`config.mk`:
```
export PLATFORM = sky130hd
export DESIGN_NAME = npp_mul
export DESIGN_NICKNAME = d
export VERILOG_FILES = /design/src/rtl/npp_pkg.sv /design/src/rtl/npp_mul.sv
export SDC_FILE = /design/constraint.sdc
export NUM_CORES = 2
export LEC_CHECK = 0
export BUFFER_PORTS_ARGS = -buffer_cell sky130_fd_sc_hd__buf_2
export CORE_ASPECT_RATIO = 1.4
export CORE_MARGIN = 2
export CORE_UTILIZATION = 45
export DETAILED_ROUTE_END_ITERATION = 8
export GPL_TIMING_DRIVEN = 0
export SYNTH_ARGS = -nofsm -noshare
export SYNTH_HDL_FRONTEND = slang
export SYNTH_SLANG_ARGS = --single-unit
```
`constraint.sdc`:
```
create_clock -name clk -period 6.8 [get_ports clk]
set_input_delay 0.68 -clock clk [delete_from_list [all_inputs] [get_ports clk]]
set_output_delay 0.68 -clock clk [all_outputs]
set_load 0.01 [all_outputs]
```
`src/rtl/npp_pkg.sv`:
```
package npp_pkg;

  localparam int CW        = 32;
  localparam int CFG_IDX_W = 3;
  localparam int MUL_CHUNK = 17;
  localparam int MUL_LAT   = 3;

  localparam logic [1:0] MODE_POINT = 2'd0;
  localparam logic [1:0] MODE_LINE  = 2'd1;
  localparam logic [1:0] MODE_PLANE = 2'd2;

  typedef enum logic [CFG_IDX_W-1:0] {
    REG_MODE     = 3'd0,
    REG_ANCHOR_X = 3'd1,
    REG_ANCHOR_Y = 3'd2,
    REG_ANCHOR_Z = 3'd3,
    REG_DIR_X    = 3'd4,
    REG_DIR_Y    = 3'd5,
    REG_DIR_Z    = 3'd6
  } cfg_reg_t;

  typedef logic signed [CW-1:0] coord_t;

  typedef struct packed {
    coord_t query_x;
    coord_t query_y;
    coord_t query_z;
  } in_t;

  typedef struct packed {
    coord_t near_x;
    coord_t near_y;
    coord_t near_z;
    logic   degenerate;
  } out_t;

  typedef struct packed {
    logic [2:0][CW-1:0] p;
    logic [2:0]         pneg;
    logic               nneg;
  } side_t;

endpackage

```
`src/rtl/npp_mul.sv`:
```
module npp_mul #(
  parameter int AW = 33,
  parameter int BW = 32
) (
  input  logic             clk,
  input  logic             en,
  input  logic [AW-1:0]    a,
  input  logic [BW-1:0]    b,
  output logic [AW+BW-1:0] prod
);
  import npp_pkg::*;

  localparam int CH = MUL_CHUNK;
  localparam int NA = (AW + CH - 1) / CH;
  localparam int NB = (BW + CH - 1) / CH;
  localparam int RW = AW + CH;
  localparam int PW = AW + BW;

  logic [NA*CH-1:0] a_ext;
  logic [NB*CH-1:0] b_ext;
  logic [2*CH-1:0]  pp_r   [NA][NB];
  logic [2*CH-1:0]  pp_nxt [NA][NB];
  logic [RW-1:0]    row_r  [NB];
  logic [RW-1:0]    row_nxt[NB];
  logic [PW-1:0]    prod_r;
  logic [PW-1:0]    prod_nxt;

  assign a_ext = (NA*CH)'(a);
  assign b_ext = (NB*CH)'(b);

  always_comb begin
    for (int i = 0; i < NA; i++) begin
      for (int j = 0; j < NB; j++) begin
        pp_nxt[i][j] = (2*CH)'(a_ext[i*CH +: CH]) * (2*CH)'(b_ext[j*CH +: CH]);
      end
    end
  end

  // rows: full a times one chunk of b
  always_comb begin
    for (int j = 0; j < NB; j++) begin
      row_nxt[j] = '0;
      for (int i = 0; i < NA; i++) begin
        row_nxt[j] = row_nxt[j] + (RW'(pp_r[i][j]) << (i*CH));
      end
    end
  end

  always_comb begin
    prod_nxt = '0;
    for (int j = 0; j < NB; j++) begin
      prod_nxt = prod_nxt + (PW'(row_r[j]) << (j*CH));
    end
  end

  always_ff @(posedge clk) begin
    if (en) begin
      pp_r   <= pp_nxt;
      row_r  <= row_nxt;
      prod_r <= prod_nxt;
    end
  end

  assign prod = prod_r;

endmodule

```
Word-level counts from Yosys, hierarchy flattened
Cells that the tools add are included.
{ "word_totals": {"regBits": 295, "latch_bits": 0, "ramBits": 0, "rom_bits": 0, "in_bits": 67, "output_inout_bits": 65, "wordCells": 14, "mem_count": 0} }
{ "classes": {"n_addsub": 3, "n_mul": 4, "div": 0, "n_lt_le_gt_ge": 0, "eq_ne": 0, "n_shift": 0, "n_mux": 0, "bitwise": 0, "reduce_logical": 0} }
{ "op_table": {"columns": ["cell", "n"], "rows": [
  ["50-bit by 65-bit adder with 65-bit output", 1],
  ["34-bit by 50-bit adder with 50-bit output", 1],
  ["34-bit by 48-bit adder with 48-bit output", 1],
  ["17-bit by 17-bit multiplier with 34-bit output", 1],
  ["16-bit by 17-bit multiplier with 33-bit output", 1],
  ["17-bit by 15-bit multiplier with 32-bit output", 1],
  ["16-bit by 15-bit multiplier with 31-bit output", 1]
]} }

Logic depth before layout (Yosys ltp)
{ "logic_depth": {"depth_word": 1, "depth_mapped": 24, "depth_no_buf": 23} }

Worst setup path before layout
Ideal clock, no wire load.
{ "synth_timing": {"kind": "input to register", "startpoint": "input b[17]", "endpoint": "register pp_r[97] in the netlist's numbering (data pin)", "setup_time_ns": 0.265, "t_arrival_ns": 6.186, "required_time_ns": 6.535, "setup_slack_ns": 0.349, "cell_stages": 24, "path_cell_list": "clkbuf_1 and2_1 fa_1 inv_1 fa_1 inv_1 fa_1 inv_1 fa_1 inv_1 fa_1 inv_1 fa_1 inv_1 ha_1 a2111oi_0 o21ai_0 a211oi_1 a211oi_1 a21oi_1 o31ai_1 a21oi_1 o21ai_0 xor2_1"} }
{ "synth_rtl": {"columns": ["item", "line", "text"], "rows": [
  ["from (decl)", "npp_mul.sv:8", "input logic [BW-1:0] b,"],
  ["to (signal assigned)", "npp_mul.sv:58", "pp_r <= pp_nxt;"],
  ["to (decl)", "npp_mul.sv:21", "logic [2*CH-1:0] pp_r [NA][NB];"]
]} }

==> reports/results.tsv <==
metric	value	unit
grtUsageTotal	27.33	%
period_needed	6.759	ns
clk_pin_slew	0.07	ns
via_per_inst	5.424	
worstMarginPinSlew	1.091	ns
worst-path-buf-inv	4	
setup_violations	0	
row_count	140	
grt_max_degree	128	
num_vias	34820	
dieArea	107900	sq um
maxSlewHeadroom	27.23	%
arrival	7.16	ns
grt_pass1_wl	218.6	mm
finalHoldViolations	0	
cts_max_level	1	
period_share	99.39	%
cts_buffer_depth	3	
final.setup.tns	0	ns
synth.cell_area	47350	sq um
area.growth.synth_to_final	8.120	%
routabilityCongestion	0.9659	
drv_slew	0	
fmax	0.1480	GHz
root_buffer	clkbuf_16	
drt_iter0_drc	2284	
ys_seq_area_share	18.58	%
cts.sinks	293	
worstSetupPathType	in2reg	
final_util	49.12	%
status	completed	
fp.coreArea	104200	sq um
cts_made_buffers	31	
tritoncts	yes	
crit_path_max_fanout	10	
grt_overflow_total	0	
async_reset_ff_share	0	%
io_pins	132	
routed_wl	146.1	mm
ys_types	70	
crit_chain	buf_2 -> clkbuf_1 -> and2_1 -> fa_1 -> ha_1 -> fa_1 -> inv_1 -> fa_1 -> fa_1 -> fa_1 -> inv_1 -> ha_1 -> and2_1 -> a21o_1 -> a2111oi_1 -> o211ai_1 -> a31oi_2 -> o31a_1 -> nor2_1 -> a211oi_4	
antenna_found_initial	31	
die_x	278.2	um
synth_warnings	0	
antenna_left	0	
syn_nets	6213	
hpwl	121.8	mm
drc	0	
dr.pass1.iters	6	
finClkSkew	0.04988	ns
slowest_delay	0.61	ns
synth_flop_cell	edfxtp_1	
holdCritPathClass	reg2reg	
startpoint_type	primary input	
crit_top_cell	fa_1	
ys_ff_latch	293	
required	7.20	ns
critPathTopFamily	adder cells	
syn_avg_cell_area	9.725	sq um
design.final.nets	6379	
grt_pass1_vias	36460	
cap_violations	0	
endpoint_kind	flop	
synth_edf_count	293	
start_util	45.43	%
rsz0062_at_grt	true	
die_h	387.8	um
wl_per_cell	22.75	um
clkLatencyLatePin	0.62	ns
synthCells	4869	
drive_above_1_share	7.019	%
io_buffer_count	131	
cp_slowest_cell	clkbuf_1	
[metal layers]
metal	GRT usage (%)	wire length, um
met1	31.27	53550
met2	46.88	71110
met3	4.458	9276
met4	18.57	12000
met5	0	132
[cells in the final DEF, fill, tap and decap left out, types with 20 or more instances in the layout]
cell       instances
nand2_1          637
a21oi_1          149
o21ai_0           72
buf_2            140
inv_1            935
nand4_1           21
xnor2_1          139
edfxtp_1         293
nand2b_1          26
clkbuf_1         100
nor3_1            24
and2_1           526
o21bai_1          20
a21o_1            84
ha_1             468
clkbuf_2          90
xor2_1            60
o21a_1            28
and3_1            20
nor2_1           116
nand3_1           54
clkbuf_16         31
fa_1             808
[sequential cells by signal (all words and copies together), names as in the netlist]
signal / cells
pp_r: 130
prod: 65
row_r: 98
[timing repair]
| item | in CTS | in global routing |
|---|---|---|
| pin swaps | 0 | 8 |
| setup buffers | 0 | 3 |
| resized for setup | 79 | 144 |
| setup endpoints to repair | 27 | 27 |
| hold buffers | 0 | 0 |
[synth_stat cells (5+ instances only)]
master    count  share of area, %
inv_1       935               7.4
fa_1        808                34
nand2_1     637               5.0
and2_1      526               6.9
ha_1        469                12
edfxtp_1    293                19
clkbuf_1    212               1.7
a21oi_1     154               1.6
xnor2_1     145               2.7
nor2_1      116              0.92
a21o_1       84               1.3
o21ai_0      75              0.79
xor2_1       63               1.2
nand3_1      54              0.57
o21a_1       28              0.44
nand2b_1     26              0.34
nor3_1       25              0.26
nand4_1      21              0.28
and3_1       20              0.26
o21bai_1     20              0.32
nor2b_1      18              0.24
a211oi_1     15              0.24
o211ai_1     12              0.19
o31ai_1       9              0.14
a31oi_1       8              0.11
a211o_1       5             0.092
a31o_2        5             0.092
nor4_1        5             0.066
o21ai_1       5             0.053
or3_1         5             0.066
[cells by family after synthesis]
kind of cell / Yosys count / share of synthesized area, %
flops: 293 / 18.58
buf+inv: 1147 / 9.093
fa+ha+maj: 1277 / 46.56
mux: 1 / 0.02114
xor+xnor: 208 / 3.847
simple gates: 1468 / 15.26
compound gates: 475 / 6.638
[layout make-up]
cell class	instances	area [sq um]
Antenna cell	13	32.53
Buffer	209	943.4
Clock buffer	32	779.5
Clock inverter	24	236.5
Fill cell	9923	53030
Inverter	935	3510
Multi-Input combinational cell	3429	34460
Sequential cell	293	8798
Tap cell	1349	1688
Timing Repair Buffer	136	743.2
[per-stage QoR]
step	cells	hold slack [ns]	setup WS [ns]	cell area (sq um)
3_5_place_dp	6351	0.4045	-1.412	49760
5_1_grt	6408	0.4065	-0.09860	51160
3_3_place_gp	6349	0.4010	-1.434	49690
6_report	6420	0.4086	0.04141	51190
2_1_floorplan	4869	0.4003	0.3494	47350
4_1_cts	6405	0.4080	-0.03838	50930
[worst reg2reg max path, cell delays in order (launching register included)]
cell and delay (ns):
edfxtp_1 0.33, ha_1 0.24, inv_1 0.08, fa_1 0.40
and2b_1 0.23, o31a_2 0.16, o221a_2 0.24, a41oi_2 0.23
o41ai_2 0.45, o21ai_1 0.21, o21a_1 0.38, nor4_1 0.36
xor2_1 0.12
[worst paths after layout]
path,from,endpoint,slack (ns),depth (start not counted)
worst max-delay path,b[16],pp_r[66],0.04,20
worst min-delay path,pp_r[80],row_r[12],0.41,0
worst max register to register,row_r[67],prod[57],3.15,12
worst min register to register,pp_r[80],row_r[12],0.41,0
Power is left out: the tool's default activity adds up to more than one toggle a clock period on the data nets, which glitch-free logic cannot reach.
